<file path="src/rtl/bpt_pkg.sv">
// Shared types and constants for the bone palette table.
package bpt_pkg;

	// Operation codes carried on the kind field
	typedef enum logic [1:0] {
		KIND_CLEAR  = 2'd0,
		KIND_ADD    = 2'd1,
		KIND_LOOKUP = 2'd2,
		KIND_FIT    = 2'd3
	} kind_t;

	// Fixed field widths of the transaction ports
	localparam int CAP_W     = 8;
	localparam int SLOT_W    = 7;
	localparam int ID_PORT_W = 16;
	localparam int ACC_W     = 16;
	localparam int FS_W      = 9;

	localparam logic [CAP_W-1:0] CAP_RESET = 8'd128;
	localparam int               FS_MIN    = -(2 ** (FS_W - 1));

	// Control from the lookup stage to the fit accumulators
	typedef struct packed {
		logic clear;
		logic fit;
		logic hit;
		logic last;
	} fit_ctl_t;

endpackage

</file>
<file path="src/rtl/bpt_cam.sv">
// Palette storage with a parallel compare of one key against every filled slot.
module bpt_cam import bpt_pkg::*; #(
	parameter int DEPTH = 128,
	parameter int ID_W  = 16,
	parameter int IDX_W = 7,
	parameter int CNT_W = 8
) (
	input  logic             clk,
	input  logic [ID_W-1:0]  key,
	input  logic [CNT_W-1:0] count,
	input  logic             wr_en,
	input  logic [IDX_W-1:0] wr_idx,
	output logic             hit,
	output logic [IDX_W-1:0] hit_idx
);

	logic [ID_W-1:0]  ids_q [DEPTH];
	logic [DEPTH-1:0] match;

	// Write the new id into the next free slot
	always_ff @(posedge clk) begin
		if (wr_en) begin
			ids_q[wr_idx] <= key;
		end
	end

	// Compare against filled slots only
	always_comb begin
		for (int i = 0; i < DEPTH; i++) begin
			match[i] = (ids_q[i] == key) && (CNT_W'(i) < count);
		end
	end

	// Stored ids are distinct, so at most one match: OR-encode its index
	always_comb begin
		hit_idx = '0;
		for (int i = 0; i < DEPTH; i++) begin
			if (match[i]) begin
				hit_idx = hit_idx | IDX_W'(i);
			end
		end
		hit = |match;
	end

endmodule

</file>
<file path="src/rtl/bpt_fit_acc.sv">
// Saturating fit-query counters for ids present and ids that would be new.
module bpt_fit_acc import bpt_pkg::*; (
	input  logic             clk,
	input  logic             arst_n,
	input  logic             en,
	input  fit_ctl_t         ctl,
	output logic [ACC_W-1:0] common_count,
	output logic [ACC_W-1:0] additional_count
);

	localparam logic [ACC_W-1:0] ACC_MAX = '1;

	logic [ACC_W-1:0] common_q;
	logic [ACC_W-1:0] additional_q;

	// Form the counts reported with this transaction
	always_comb begin
		common_count     = common_q;
		additional_count = additional_q;
		if (ctl.clear) begin
			common_count     = '0;
			additional_count = '0;
		end else if (ctl.fit) begin
			if (ctl.hit && common_q != ACC_MAX) begin
				common_count = common_q + 1'b1;
			end
			if (!ctl.hit && additional_q != ACC_MAX) begin
				additional_count = additional_q + 1'b1;
			end
		end
	end

	// Hold the counts; drop them at the end of a fit run
	always_ff @(posedge clk or negedge arst_n) begin
		if (!arst_n) begin
			common_q     <= '0;
			additional_q <= '0;
		end else if (en) begin
			if (ctl.fit && ctl.last) begin
				common_q     <= '0;
				additional_q <= '0;
			end else begin
				common_q     <= common_count;
				additional_q <= additional_count;
			end
		end
	end

endmodule

</file>
<file path="src/rtl/bone_palette_table.sv">
// Top level of the bone palette table.
// A transaction passes through the input register, then the result register, where
// its result is held until it is taken.
// Throughput: one transaction per cycle unless the result side stalls; the parallel
// compare and the palette update both finish between the two registers.
// Reset: palette empty, fit counts zero, capacity 128; slot contents kept.
module bone_palette_table import bpt_pkg::*; #(
	parameter int PALETTE_DEPTH = 128,
	parameter int BONE_ID_BITS  = 16
) (
	input  logic                    clk,
	input  logic                    arst_n,
	input  logic                    cfg_we,
	input  logic [CAP_W-1:0]        cfg_wdata,
	input  logic                    in_valid,
	output logic                    in_ready,
	input  logic [1:0]              kind,
	input  logic [ID_PORT_W-1:0]    bone_id,
	input  logic                    last,
	output logic                    out_valid,
	input  logic                    out_ready,
	output logic                    found,
	output logic [SLOT_W-1:0]       slot,
	output logic                    full_res,
	output logic [ACC_W-1:0]        common_count,
	output logic [ACC_W-1:0]        additional_count,
	output logic signed [FS_W-1:0]  free_space
);

	localparam int IDX_W = (PALETTE_DEPTH > 1) ? $clog2(PALETTE_DEPTH) : 1;
	localparam int CNT_W = $clog2(PALETTE_DEPTH + 1);
	localparam int CMP_W = (CNT_W > CAP_W) ? CNT_W : CAP_W;
	localparam int FSC_W = CMP_W + 1;

	logic [CAP_W-1:0]     cap_q;
	logic [CNT_W-1:0]     count_q;

	logic                 valid_s1;
	kind_t                kind_s1;
	logic [BONE_ID_BITS-1:0] id_s1;
	logic                 last_s1;

	logic                 valid_s2;
	logic                 found_s2;
	logic [SLOT_W-1:0]    slot_s2;
	logic                 full_s2;
	logic [ACC_W-1:0]     common_s2;
	logic [ACC_W-1:0]     additional_s2;
	logic [FS_W-1:0]      free_s2;

	logic                 advance;
	logic                 hit;
	logic [IDX_W-1:0]     hit_idx;
	logic                 wr_en;
	logic                 at_limit;
	logic                 found_c;
	logic [SLOT_W-1:0]    slot_c;
	logic                 full_c;
	logic [CNT_W-1:0]     count_nxt;
	logic signed [FSC_W-1:0] fs_full;
	logic [FS_W-1:0]      free_c;
	logic [ACC_W-1:0]     common_c;
	logic [ACC_W-1:0]     additional_c;
	fit_ctl_t             fit_ctl;

	// Handshake: the stage-1 transaction moves on whenever the result register frees
	assign advance  = valid_s1 && (!valid_s2 || out_ready);
	assign in_ready = !valid_s1 || advance;

	// Capacity register
	always_ff @(posedge clk or negedge arst_n) begin
		if (!arst_n) begin
			cap_q <= CAP_RESET;
		end else if (cfg_we) begin
			cap_q <= cfg_wdata;
		end
	end

	// Input register
	always_ff @(posedge clk or negedge arst_n) begin
		if (!arst_n) begin
			valid_s1 <= 1'b0;
		end else if (in_ready) begin
			valid_s1 <= in_valid;
		end
	end

	always_ff @(posedge clk) begin
		if (in_valid && in_ready) begin
			kind_s1 <= kind_t'(kind);
			id_s1   <= BONE_ID_BITS'(bone_id);
			last_s1 <= last;
		end
	end

	bpt_cam #(
		.DEPTH (PALETTE_DEPTH),
		.ID_W  (BONE_ID_BITS),
		.IDX_W (IDX_W),
		.CNT_W (CNT_W)
	) u_cam (
		.clk     (clk),
		.key     (id_s1),
		.count   (count_q),
		.wr_en   (wr_en),
		.wr_idx  (count_q[IDX_W-1:0]),
		.hit     (hit),
		.hit_idx (hit_idx)
	);

	// Storage is full once the count reaches capacity or the slot count
	assign at_limit = (CMP_W'(count_q) >= CMP_W'(cap_q)) ||
		(CMP_W'(count_q) >= CMP_W'(PALETTE_DEPTH));

	// Decode the operation
	always_comb begin
		found_c   = 1'b0;
		slot_c    = '0;
		full_c    = 1'b0;
		wr_en     = 1'b0;
		count_nxt = count_q;
		case (kind_s1)
			KIND_CLEAR: begin
				count_nxt = '0;
			end
			KIND_ADD: begin
				if (hit) begin
					found_c = 1'b1;
					slot_c  = SLOT_W'(hit_idx);
				end else if (at_limit) begin
					full_c = 1'b1;
				end else begin
					slot_c    = SLOT_W'(count_q);
					wr_en     = advance;
					count_nxt = count_q + 1'b1;
				end
			end
			KIND_LOOKUP, KIND_FIT: begin
				found_c = hit;
				slot_c  = hit ? SLOT_W'(hit_idx) : '0;
			end
			default: begin
				count_nxt = count_q;
			end
		endcase
	end

	// Free space after this transaction, saturated at the low end
	always_comb begin
		fs_full = $signed({1'b0, CMP_W'(cap_q)}) - $signed({1'b0, CMP_W'(count_nxt)});
		if (fs_full < $signed(FSC_W'(FS_MIN))) begin
			free_c = FS_W'(FS_MIN);
		end else begin
			free_c = FS_W'(fs_full);
		end
	end

	assign fit_ctl.clear = (kind_s1 == KIND_CLEAR);
	assign fit_ctl.fit   = (kind_s1 == KIND_FIT);
	assign fit_ctl.hit   = hit;
	assign fit_ctl.last  = last_s1;

	bpt_fit_acc u_fit_acc (
		.clk              (clk),
		.arst_n           (arst_n),
		.en               (advance),
		.ctl              (fit_ctl),
		.common_count     (common_c),
		.additional_count (additional_c)
	);

	// Stored count
	always_ff @(posedge clk or negedge arst_n) begin
		if (!arst_n) begin
			count_q <= '0;
		end else if (advance) begin
			count_q <= count_nxt;
		end
	end

	// Result register
	always_ff @(posedge clk or negedge arst_n) begin
		if (!arst_n) begin
			valid_s2 <= 1'b0;
		end else if (advance) begin
			valid_s2 <= 1'b1;
		end else if (out_ready) begin
			valid_s2 <= 1'b0;
		end
	end

	always_ff @(posedge clk) begin
		if (advance) begin
			found_s2      <= found_c;
			slot_s2       <= slot_c;
			full_s2       <= full_c;
			common_s2     <= common_c;
			additional_s2 <= additional_c;
			free_s2       <= free_c;
		end
	end

	assign out_valid        = valid_s2;
	assign found            = found_s2;
	assign slot             = slot_s2;
	assign full_res         = full_s2;
	assign common_count     = common_s2;
	assign additional_count = additional_s2;
	assign free_space       = $signed(free_s2);

endmodule

</file>
<file path="config.mk">
export PLATFORM = sky130hd
export DESIGN_NAME = bone_palette_table
export DESIGN_NICKNAME = d
export VERILOG_FILES = /design/src/rtl/bpt_pkg.sv /design/src/rtl/bpt_cam.sv /design/src/rtl/bpt_fit_acc.sv /design/src/rtl/bone_palette_table.sv
export SDC_FILE = /design/constraint.sdc
export NUM_CORES = 2
export LEC_CHECK = 0
export BUFFER_PORTS_ARGS = -buffer_cell sky130_fd_sc_hd__buf_2
export CAP_MARGIN = 30
export CORE_UTILIZATION = 45
export DETAILED_ROUTE_END_ITERATION = 16
export GPL_TIMING_DRIVEN = 0
export PLACE_DENSITY = 0.71
export SLEW_MARGIN = 20
export SYNTH_ARGS = -nofsm -noshare
export SYNTH_HDL_FRONTEND = slang
export SYNTH_HIERARCHICAL = 1
export SYNTH_SLANG_ARGS = --single-unit
</file>
<file path="constraint.sdc">
create_clock -name clk -period 9.38 [get_ports clk]
set_input_delay 0.469 -clock clk [delete_from_list [all_inputs] [get_ports clk]]
set_output_delay 0.469 -clock clk [all_outputs]
set_load 0.005 [all_outputs]
</file>
After elaboration in Yosys (flattened, before gate mapping)
Memory sizes are Yosys's and may differ from the RTL's.
Cells that the tools add are included.

word-level totals
  bits in registers = 119
  output and inout port bits = 52
  bits in writable memories = 2048
  memories kept = 1
  input port bits = 32
  logic and storage cells = 602

cells by class
  order comparisons = 131
  reductions and logical operators = 143
  equality and inequality tests = 133
  multiplexer cells = 175
  $add $sub $neg = 4

memory list
  name         words  width  read ports  clocked after memory_dff  write ports  line           source
  u_cam.ids_q  128    16     128         0                         1            bpt_cam.sv:17  logic [ID_W-1:0] ids_q [DEPTH];

operators by type and width
  operator                                                             number
  16-bit equality test                                                 128
  7-bit by 8-bit < comparator with 1-bit output, first input constant  64
  7-bit two-way mux                                                    70
  6-bit by 8-bit < comparator with 1-bit output, first input constant  32
  16-bit two-way mux                                                   16
  6-bit two-way mux                                                    32
  1-bit logical AND                                                    133
  5-bit by 8-bit < comparator with 1-bit output, first input constant  16
  128-bit OR reduction                                                 1
  5-bit two-way mux                                                    16
  4-bit by 8-bit < comparator with 1-bit output, first input constant  8
  8-bit two-way mux                                                    5
  16-bit by 1-bit adder with 16-bit output, second input constant      2
  3-bit by 8-bit < comparator with 1-bit output, first input constant  4
  4-bit two-way mux                                                    8
  16-bit != test, second input constant                                2
  1-bit two-way mux                                                    19
  1-bit by 8-bit < comparator with 1-bit output, first input constant  2
  2-bit by 8-bit < comparator with 1-bit output, first input constant  2
  8-bit case mux with 2 select lines                                   1
  7-bit case mux with 2 select lines                                   1
  3-bit two-way mux                                                    4
  9-bit < comparator, second input constant                            1
  8-bit by 8-bit subtractor with 9-bit output                          1
  12 further kinds                                                     18

Longest topological paths before layout
An unclocked memory read counts as a cell.

  depth in word-level cells = 133
  depth in mapped cells = 28
  depth with buffers taken out = 20

Modules after synthesis
Netlist, hierarchy kept.

by module, submodules not included
  module              sequential area each (um^2)  cells each  times used  area an instance (um^2)
  bpt_cam             61499.0                      5517        1           87739.1
  bone_palette_table  2523.7                       268         1           3729.8
  bpt_fit_acc         800.8                        347         1           2796.4

Least setup slack after synthesis
No wires, ideal clock.

  path type = register to register
  start = reg id_s1[0]
  end = mem u_cam.ids_q[89][0] (enable)
  stages on the path, launching flop included = 23
  buffers on the path = 8
  required time = 8971 ps
  data arrival time = 7111 ps
  period minus slack after synthesis = 7520 ps
  path slack = 1860 ps
  library setup time = 409 ps
  cells stage by stage = edfxtp_1 -> buf_4 -> buf_2 -> buf_2 -> buf_2 -> buf_4 -> buf_4 -> buf_2 -> xor2_1 -> nor3_1 -> nand3_1 -> o22ai_1 -> nor2_1 -> nand4_1 -> nor4_1 -> nand4b_1 -> nor2_1 -> and2_0 -> buf_2 -> and3_1 -> nand4_1 -> or2_2 -> nor3_1

RTL lines
  item                    line                      source
  from (decl)             bone_palette_table.sv:40  logic [BONE_ID_BITS-1:0] id_s1;
  from (signal assigned)  bone_palette_table.sv:91  id_s1 <= BONE_ID_BITS'(bone_id);
  to (decl)               bpt_cam.sv:17

==> reports/qor.json <==
{
  "job": {
    "maxCapViolCount": 0
  },
  "power": {
    "leakagePower_nw": 35.6,
    "total_power_w": 0.0213,
    "vdd.ir_drop.worst_mv": 0.197,
    "cellPowerDensity_nw_per_um2": 193
  },
  "cells_and_area": {
    "area_of_the_multi_input_gates_sq_um": 28400,
    "regArea_sq_um": 64800,
    "nNetsFinal": 6789,
    "fillCellCount": 16500,
    "area.growth.synth_to_final_pct": 16.7,
    "post_route_cells_drive_above_1_share_pct": 15.5,
    "post-route-util_pct": 53.0,
    "post_layout_nonfiller_instances": 9716
  },
  "critical_path": {
    "ff2ff_path_depth": 22,
    "arrival_ps": 10080,
    "criticalPathCategory": "flop to flop",
    "worst_r2r_startpoint": "id_s1[6]$_DFFE_PP_",
    "crit_required_ps": 9860,
    "worstReg2RegEnd": "u_cam/ids_q[55][0]$_DFFE_PP_",
    "cp_max_fo": 16,
    "crit_path_start_kind": "flop",
    "ff2ff_setup_slack_ps": -220,
    "timing.critical_path.to_type": "flop"
  },
  "sta": {
    "setup_viol": 299,
    "worst_clock_skew_ps": 72.4,
    "rsz0062_at_grt": "true",
    "post-route-min-period_ps": 9600,
    "timing_max_transition_violations_final": 0,
    "timing_worst_slew_pin_value_ps": 1230,
    "period_share_pct": 102,
    "setup_total_negative_slack_ps": -35630,
    "fin_worst_hold_slack_ps": 186,
    "post_route_setup_slack_ps": -225,
    "worst_slew_margin_rel_pct": 16.9,
    "timing.final.hold_violations": 0,
    "fmax_mhz": 104
  },
  "detailed_routing": {
    "vias": 60500,
    "drt_iter0_markers": 9841,
    "wl_microns": 327000,
    "via_per_inst": 6.22,
    "avgRoutedWirePerCell_microns": 33.7,
    "post-route-drc-count": 0,
    "first_pass_iteration_count_of_the_detailed_router": 7,
    "ant_nets": 0
  },
  "clock_tree": {
    "clkSinkCount": 2167,
    "tritoncts": "done",
    "cts_inserted_buffers": 214,
    "clk_latency_ps": 900,
    "cts-root-to-sink-buffers": 3,
    "cts.clk_slew.worst_paths_ps": 70,
    "clock_h_tree_levels": 4,
    "ctsRootBufferMaster": "clkbuf_16"
  },
  "logic_synthesis": {
    "async_reset_ff_share_pct": 2.31,
    "netlist.top_cell.by_area": "edfxtp_1",
    "cell_area_synth_sq_um": 94300,
    "yosys-top-cells-area": "edfxtp_1 (67%), xor2_1 (9.9%), xnor2_1 (9.2%), nor4_1 (1.9%), nand4_1 (1.7%)",
    "netlist_instances": 6132,
    "synthesis.area_per_instance_sq_um": 15.4,
    "sequential_share_of_the_synthesized_area_pct": 68.8,
    "distinct_cell_type_count_after_synthesis": 94,
    "synth-main-ff-cell": "edfxtp_1",
    "ys_seq_elements": 2167,
    "post_synth_most_frequent_cells": "edfxtp_1 (2117), xor2_1 (1067), xnor2_1 (993), nor4_1 (281), nand4_1 (261)",
    "synthMostInstantiatedCell": "edfxtp_1",
    "synth_nets": 6186,
    "ys_warnings": 6,
    "synth_largest_type_area_fraction_pct": 67.4,
    "number_of_enable_type_register_cells_in_the_synthesized_netlist": 2117
  },
  "global_routing": {
    "grtUsageTotal_pct": 30.6,
    "grt_start_max_net_pins": 61,
    "number_of_antenna_violations_at_the_first_check_in_global_routing": 16,
    "wire_length_of_the_first_global_routing_pass_microns": 449000,
    "number_of_global_route_vias_before_repair": 57100,
    "grt_overflow_total": 0
  },
  "min_path": {
    "hold_path.class": "input pin to asynchronous set/reset pin"
  },
  "placed_design": {
    "routabilityCongestion": 0.961,
    "post_dp_hpwl_microns": 216000,
    "dp.cells": 9257,
    "i_o_buffers": 83
  },
  "die": {
    "initial_utilization_pct": 45.4,
    "num_io_pins": 84,
    "die_height_microns": 460,
    "standard_cell_rows": 167,
    "floorplan.die.width_microns": 460,
    "core_area_sq_um": 208000,
    "die_ar_sq_um": 211000
  },
  "run_status": {
    "failed_checks": "negative setup slack",
    "run_status": "finished with violations"
  }
}
## worst max-delay path by stage
stage / from / to / slack [ps] / cells past startpoint
CTS: id_s1[2]$_DFFE_PP_ / u_cam/ids_q[46][4]$_DFFE_PP_ / 5 / 26
floorplan: id_s1[0]$_DFFE_PP_ / u_cam/ids_q[89][0]$_DFFE_PP_ / 1860 / 22
finish: id_s1[6]$_DFFE_PP_ / u_cam/ids_q[55][0]$_DFFE_PP_ / -220 / 22
global placement: id_s1[14]$_DFFE_PP_ / u_cam/ids_q[47][8]$_DFFE_PP_ / -7460 / 20
detailed placement: id_s1[14]$_DFFE_PP_ / u_cam/ids_q[42][3]$_DFFE_PP_ / -1520 / 24
global route: id_s1[2]$_DFFE_PP_ / u_cam/ids_q[44][4]$_DFFE_PP_ / -70 / 24
## report_power, final
group / leakage, nW / switching, W / internal (W)
sequential: 19.7 / 0.0000678 / 0.0107
combinational: 12.6 / 0.00156 / 0.000649
clock: 3.25 / 0.00376 / 0.00455
## placed cells by master (no fill, tap or decap), drive strengths merged, types with 76 or more instances in the layout
cell type,instances
nand3,111
nor3,94
nand2,76
buf,585
clkinv,102
clkbuf,336
xor2,1067
nor2,209
nand4,265
xnor2,993
edfxtp,2117
nor4,283
## through the flow
| stage | setup WS, ps | cell area (sq um) |
|---|---|---|
| floorplan | 1860 | 94300 |
| global placement | -7460 | 98200 |
| detailed placement | -1520 | 103000 |
| CTS | 5.47 | 110000 |
| global route | -70.7 | 110000 |
| finish | -225 | 110000 |
## routing by layer
layer | vias up | GRT usage [%] | part of all wire, %
li1 | 23900 | - | -
met1 | 30600 | 39.7 | 35
met2 | 4869 | 46.8 | 45
met3 | 1072 | 8.27 | 14
met4 | 28 | 16.1 | 6.3
met5 | - | 0.184 | 0.074
## registers in the layout (all words and copies together) (netlist names), 2 cells and up
name,cells
slot,7
cap_q,8
id_s1,16
kind_s1,2
u_fit_acc/common_q,16
count_q,8
free_space,9
u_fit_acc/additional_q,16
additional_count,16
common_count,16
u_cam/ids_q,2048
## repair_timing
action	4_1_cts	5_1_grt
pin swaps	1	0
hold buffers	37	0
endpoints found under the hold margin	78	0
resized for setup	38	46
buffers inserted	5	2
setup endpoints to repair	2051	1135
## worst max-delay path, cell delays in order (launching register included)
cell and delay, ps:
edfxtp_1 800, buf_8 260, buf_2 410, buf_4 350, buf_4 350, buf_2 580, buf_2 610, buf_4 420
xnor2_1 130, o2111ai_1 110, o22ai_1 330, nor3b_2 540, nand4_1 230, nor4bb_1 490, nand4b_1 150, buf_4 180
nor2_1 150, and2_0 140, buf_2 160, and3_1 440, nand4_1 560, clkbuf_2 750, nor2_2 950
## final cells by class
cell class                 count  area share [%]
multi-input combinational   3632            25.8
inverter                      32           0.111
clock inverter               126            1.00
buffer                       300            1.55
clock buffer                 272            5.07
tap                         2788            3.17
sequential                  2167            58.9
antenna                       11          0.0250
timing repair buffer         388            4.38
## cells by family after synthesis
logic type	after synthesis	share of synthesized area [%]
mux	2	0.0239
compound gates	350	2.77
flops	2167	68.8
xor+xnor	2060	19.1
simple gates	1198	7.13
buf+inv	333	1.87
fa+ha+maj	22	0.300
No activity file was read; power rests on OpenSTA's default activity.
